[config.mk]
export PLATFORM = sky130hd
export DESIGN_NAME = tcpa_runs
export DESIGN_NICKNAME = d
export VERILOG_FILES = /design/src/tcpa_pkg.sv /design/src/tcpa_runs.sv
export SDC_FILE = /design/constraint.sdc
export NUM_CORES = 1
export LEC_CHECK = 0
export BUFFER_PORTS_ARGS = -buffer_cell sky130_fd_sc_hd__buf_4
export CAP_MARGIN = 0
export CORE_MARGIN = 2
export CORE_UTILIZATION = 60
export DETAILED_ROUTE_END_ITERATION = 6
export PLACE_DENSITY = 0.82
export SETUP_SLACK_MARGIN = 0.05
export SYNTH_ARGS = -nofsm -noshare
export SYNTH_HDL_FRONTEND = slang
export SYNTH_SLANG_ARGS = --single-unit
[constraint.sdc]
create_clock -name clk -period 2.85 [get_ports clk]
set_input_delay 0.285 -clock clk [delete_from_list [all_inputs] [get_ports clk]]
set_output_delay 0.285 -clock clk [all_outputs]
set_load 0.01 [all_outputs]
[src/tcpa_pkg.sv]
// ============================================================================
// Tiered contiguous page allocator package
// Shared widths, flag layout, operation and status codes, and transaction
// types used by the allocator and its run tracker.
// ============================================================================
`timescale 1ns / 1ps

package tcpa_pkg;

  localparam int NUM_PAGES_DEF = 1024;
  localparam int CFG_W         = 11;
  localparam int IDX_W         = 10;
  localparam int FLAG_W        = 5;

  localparam logic [CFG_W-1:0] MANAGED_RESET = 11'd1024;
  localparam logic [CFG_W-1:0] CNT_MAX       = 11'd2047;

  // Bit positions inside one page map entry.
  localparam int FB_USE  = 0;
  localparam int FB_KER  = 1;
  localparam int FB_TLB  = 2;
  localparam int FB_BUSY = 3;
  localparam int FB_LAST = 4;

  localparam logic [FLAG_W-1:0] MASK_USE  = 5'b00001;
  localparam logic [FLAG_W-1:0] MASK_KER  = 5'b00010;
  localparam logic [FLAG_W-1:0] MASK_TLB  = 5'b00100;
  localparam logic [FLAG_W-1:0] MASK_BUSY = 5'b01000;
  localparam logic [FLAG_W-1:0] MASK_LAST = 5'b10000;

  localparam logic [1:0] OP_ALLOC = 2'd0;
  localparam logic [1:0] OP_FREE  = 2'd1;
  localparam logic [1:0] OP_SET   = 2'd2;

  localparam logic [1:0] STAT_OK       = 2'd0;
  localparam logic [1:0] STAT_NO_RUN   = 2'd1;
  localparam logic [1:0] STAT_BAD_FREE = 2'd2;
  localparam logic [1:0] STAT_BAD_REQ  = 2'd3;

  typedef struct packed {
    logic [1:0]       opcode;
    logic [IDX_W-1:0] page_index;
    logic [CFG_W-1:0] page_count;
    logic             entry_in_use;
    logic             entry_kernel;
    logic             entry_tlb;
    logic             entry_busy;
  } tcpa_req_t;

  typedef struct packed {
    logic [1:0]       status;
    logic [IDX_W-1:0] start_index;
    logic [CFG_W-1:0] evicted_count;
    logic [CFG_W-1:0] free_pages;
  } tcpa_rsp_t;

  // Control from the sequencer to the run tracker.
  typedef struct packed {
    logic init;
    logic step;
    logic fin;
  } tcpa_run_ctl_t;

  // Width of page positions and run lengths: holds the page count itself and
  // is never narrower than the request count field.
  function automatic int pos_width(input int pages);
    int w;
    begin
      w = $clog2(pages) + 1;
      return (w > CFG_W) ? w : CFG_W;
    end
  endfunction

endpackage

[src/tcpa_runs.sv]
// ============================================================================
// Run tracker
// Evaluates one page map entry per step for the three eviction tiers, keeps
// the longest run of each tier, and picks the first tier that holds a request.
// ============================================================================
`timescale 1ns / 1ps

module tcpa_runs #(
  parameter int NUM_PAGES = tcpa_pkg::NUM_PAGES_DEF
) (
  input  logic                                         clk,
  input  tcpa_pkg::tcpa_run_ctl_t                      ctl,
  input  logic [tcpa_pkg::pos_width(NUM_PAGES)-1:0]    pos,
  input  logic [tcpa_pkg::FLAG_W-1:0]                  flags,
  input  logic [tcpa_pkg::CFG_W-1:0]                   need,
  output logic                                         hit,
  output logic                                         found,
  output logic [tcpa_pkg::pos_width(NUM_PAGES)-1:0]    run_start
);
  import tcpa_pkg::*;

  localparam int WW = pos_width(NUM_PAGES);
  localparam int NT = 3;

  logic [WW-1:0] cand [NT];
  logic [WW-1:0] cst  [NT];
  logic [WW-1:0] len  [NT];
  logic [WW-1:0] st   [NT];
  logic [NT-1:0] inc;
  logic [WW-1:0] need_w;

  // Tier 0 takes free pages, tier 1 also user pages outside the TLB, tier 2
  // all user pages. A busy page breaks every tier.
  always_comb begin
    inc[0] = !flags[FB_BUSY] && !flags[FB_USE];
    inc[1] = !flags[FB_BUSY] && (!flags[FB_USE] || (!flags[FB_KER] && !flags[FB_TLB]));
    inc[2] = !flags[FB_BUSY] && (!flags[FB_USE] || !flags[FB_KER]);
    need_w = WW'(need);
    hit    = ctl.step && inc[0] && ((cand[0] + WW'(1)) == need_w);
  end

  // Lowest tier wins, so walk down from the highest.
  always_comb begin
    found     = 1'b0;
    run_start = '0;
    for (int t = NT - 1; t >= 0; t--) begin
      if (len[t] >= need_w) begin
        found     = 1'b1;
        run_start = st[t];
      end
    end
  end

  always_ff @(posedge clk) begin
    for (int t = 0; t < NT; t++) begin
      if (ctl.init) begin
        cand[t] <= '0;
        cst[t]  <= '0;
        len[t]  <= '0;
        st[t]   <= '0;
      end else if (ctl.step && inc[t]) begin
        if (cand[t] == '0) begin
          cst[t] <= pos;
        end
        cand[t] <= cand[t] + WW'(1);
      end else if (ctl.step || ctl.fin) begin
        if (cand[t] > len[t]) begin
          len[t] <= cand[t];
          st[t]  <= cst[t];
        end
        cand[t] <= '0;
      end
    end
  end

endmodule

==> out/qor.csv <==
metric,value,unit
status,finished with violations,
failing checks,setup timing,
"Cell Area, Synth",7530,um2
Crit Path Max Fanout,6,
final core utilization,73.6,%
r2r endpoint,st[2][6],
Critical Path End Type,output port,
max_cap viols,0,
all-layer global routing usage,26.9,%
Routed WL per cell,19.3,um
I/O pins,44,
core region area,12100,um2
# rows,40,
Final WS setup,-0.0680,ns
# DRC,0,
combinational power share,14.2,%
Synth Warn #,0,
"Seq/Total Area, Yosys",52.6,%
H-tree depth,4,
die width,116,um
Worst VDD drop,505,uV
PortBufs,42,
ys async rst share,0,%
CTS Hold Bufs,0,
Post-Syn Area per Cell,11.1,um2
Post-synth top flop,edfxtp_1,
final net count,839,
top post-synthesis cells by count,"edfxtp_1 (132), and2_1 (99), ha_1 (72), inv_1 (63), nor2_1 (55)",
Net Sw Power,1.35,mW
number of synthesized flops with an enable pin,132,
worst hold path endpoint,cst[2][3],
first-pass GRT wire length,27.0,mm
post-route ant nets,0,
Placer Congestion,0.823,
CP Class,register to output port,
layout cell share with drive strength beyond 1,16.6,%
Die Height,116,um
Cells after Synth,676,
die area,13500,um2
Worst Reg-to-Reg Cells,7,
Seq pwr share,44.1,%
TritonRoute pass-1 iters,5,
hold crit path type,primary input to register,
hold_ws,0.170,ns
area grow syn2layout,18.4,%
Congestion Overflow GR,0,
synthesis-stage register bit count,132,
post-synth top area share,52.6,%
Setup Total Neg Slack,-0.255,ns
CTS root buffer,clkbuf_16,
CTS tree,done,
worst r2r src,cand[2][4],
n_diodes,0,
Slew headroom,54.1,%
critical path data required time,2.57,ns
part of the power in the clock network,41.7,%
switching part of the total power,25.5,%
Final Setup Violations,6,
vias in the first global route,5355,
clock skew,0.00872,ns
Slew @ Worst Pin,0.685,ns
DRT Wirelength,17.7,mm
Yosys cell types,43,
RSZ-0062 raised after global routing,true,
"area leader, netlist",edfxtp_1,
largest net degree at the start of global routing,24,
Starting Density,62.2,%
Initial DRC Count,469,
fmax,343,MHz
Critical Path AT,2.63,ns
hpwl dp,12.1,mm
Synth area leaders,"edfxtp_1 (53%), ha_1 (12%), and2_1 (8.2%), inv_1 (3.1%), nor2_1 (2.7%)",
Worst setup SP type,register,
total internal power,3.96,mW
via density per instance,5.92,
Mapped Nets,779,
post-layout min period,2.92,ns
dominant cell by count in the synthesized netlist,edfxtp_1,
cts bufs inserted,17,
P per Cell Area,596,nW/um2
CTS Sinks,132,
fin crit share,102,%
HP Start,pos[3],
Reg2Reg Setup Slack,0.31,ns
via count,5429,
final hold violation count,0,
Max Transition Viols Final,0,
initial antenna violation count,0,
clk_lat worst skew,0.42,ns
leakage power,3.75,nW
clock-pin slew of the registers on the worst-case setup and hold paths,0.06,ns
hold path depth,2,
Max Buffers Root-to-Sink,2,
## flip-flops by register name, summed over array words and instances (netlist names)
register and count:
st 33, len 33, cand 33, cst 33
## through the flow
step / total power, mW / worst slack, ns / instances / area [um2]
after CTS: 5.24 / 0.0407 / 915 / 8740
after global routing: 5.47 / -0.134 / 917 / 8920
after global placement: 3.00 / 0.163 / 878 / 8080
final: 5.32 / -0.0680 / 917 / 8920
after floorplan: 2.76 / 0.525 / 676 / 7530
after detailed placement: 3.04 / 0.147 / 878 / 8080
## critical path, stage by stage, from the launching register on
cell,delay (ns)
edfxtp_1,0.40
inv_1,0.08
ha_1,0.22
nand2b_4,0.14
a211o_1,0.29
a211oi_4,0.23
buf_6,0.17
o21a_4,0.21
nand3_2,0.10
a31oi_2,0.21
buf_4,0.15
## cells in the final DEF (no fill, tap or decap), types with 9 or more instances in the layout
master,instances
edfxtp_1,132
buf_4,57
xnor2_1,16
clkbuf_16,17
nand4_1,14
nand3_1,18
a21oi_1,23
ha_1,72
xor2_1,19
nand2_1,28
nor2b_1,9
a21o_1,12
nor2_1,55
nand3_2,10
and2_1,99
inv_1,63
## final cells by class
| cell class | instances | area (um2) |
|---|---|---|
| Tap cell | 168 | 210 |
| Fill cell | 791 | 3190 |
| Clock inverter | 12 | 154 |
| Timing Repair Buffer | 60 | 479 |
| Inverter | 63 | 236 |
| Clock buffer | 20 | 437 |
| Multi-Input combinational cell | 462 | 3440 |
| Sequential cell | 132 | 3960 |
## repair_timing
| item | CTS | global route |
|---|---|---|
| gates cloned | 1 | 1 |
| resized for setup | 7 | 30 |
| setup buffers | 4 | 1 |
| setup endpoints to repair | 13 | 90 |
| pin swaps | 8 | 19 |
## per-layer routing
| layer | up-vias | routed length [um] | global-route usage, % |
|---|---|---|---|
| met2 | 250 | 8710 | 44.4 |
| met3 | 43 | 1360 | 5.96 |
| met5 | - | 0 | 0 |
| met4 | 0 | 424 | 11.4 |
| met1 | 2626 | 7190 | 34.4 |
| li1 | 2510 | - | - |
## kinds of logic (layout without fill, tap and decap cells)
kind of cell    after synthesis  after routing  share of synthesized area [%]
buf+inv                      84            155                           4.44
simple gates                269            269                           19.4
fa+ha+maj                    72             72                           12.0
mux                           1              1                          0.133
flops                       132            132                           52.6
compound gates               81             83                           6.95
xor+xnor                     37             37                           4.49
## worst max-delay path by stage
stage,start,cells past startpoint,end
final,len[1][0],10,run_start[7]
after global routing,len[1][0],10,run_start[4]
after CTS,len[1][0],10,run_start[7]
after detailed placement,cand[2][4],8,st[2][2]
after global placement,cand[2][4],7,st[2][0]
after floorplan,cand[1][8],2,cst[1][0]
## power by group through the flow
stage / Clock, mW / Sequential [mW] / Combinational (mW)
6_report: 2.21 / 2.34 / 0.757
5_1_grt: 2.29 / 2.36 / 0.823
4_1_cts: 2.20 / 2.34 / 0.696
3_5_place_dp: 0 / 2.38 / 0.661
3_3_place_gp: 0 / 2.37 / 0.629
2_1_floorplan: 0 / 2.35 / 0.408
No activity file was read; power rests on OpenSTA's default activity.
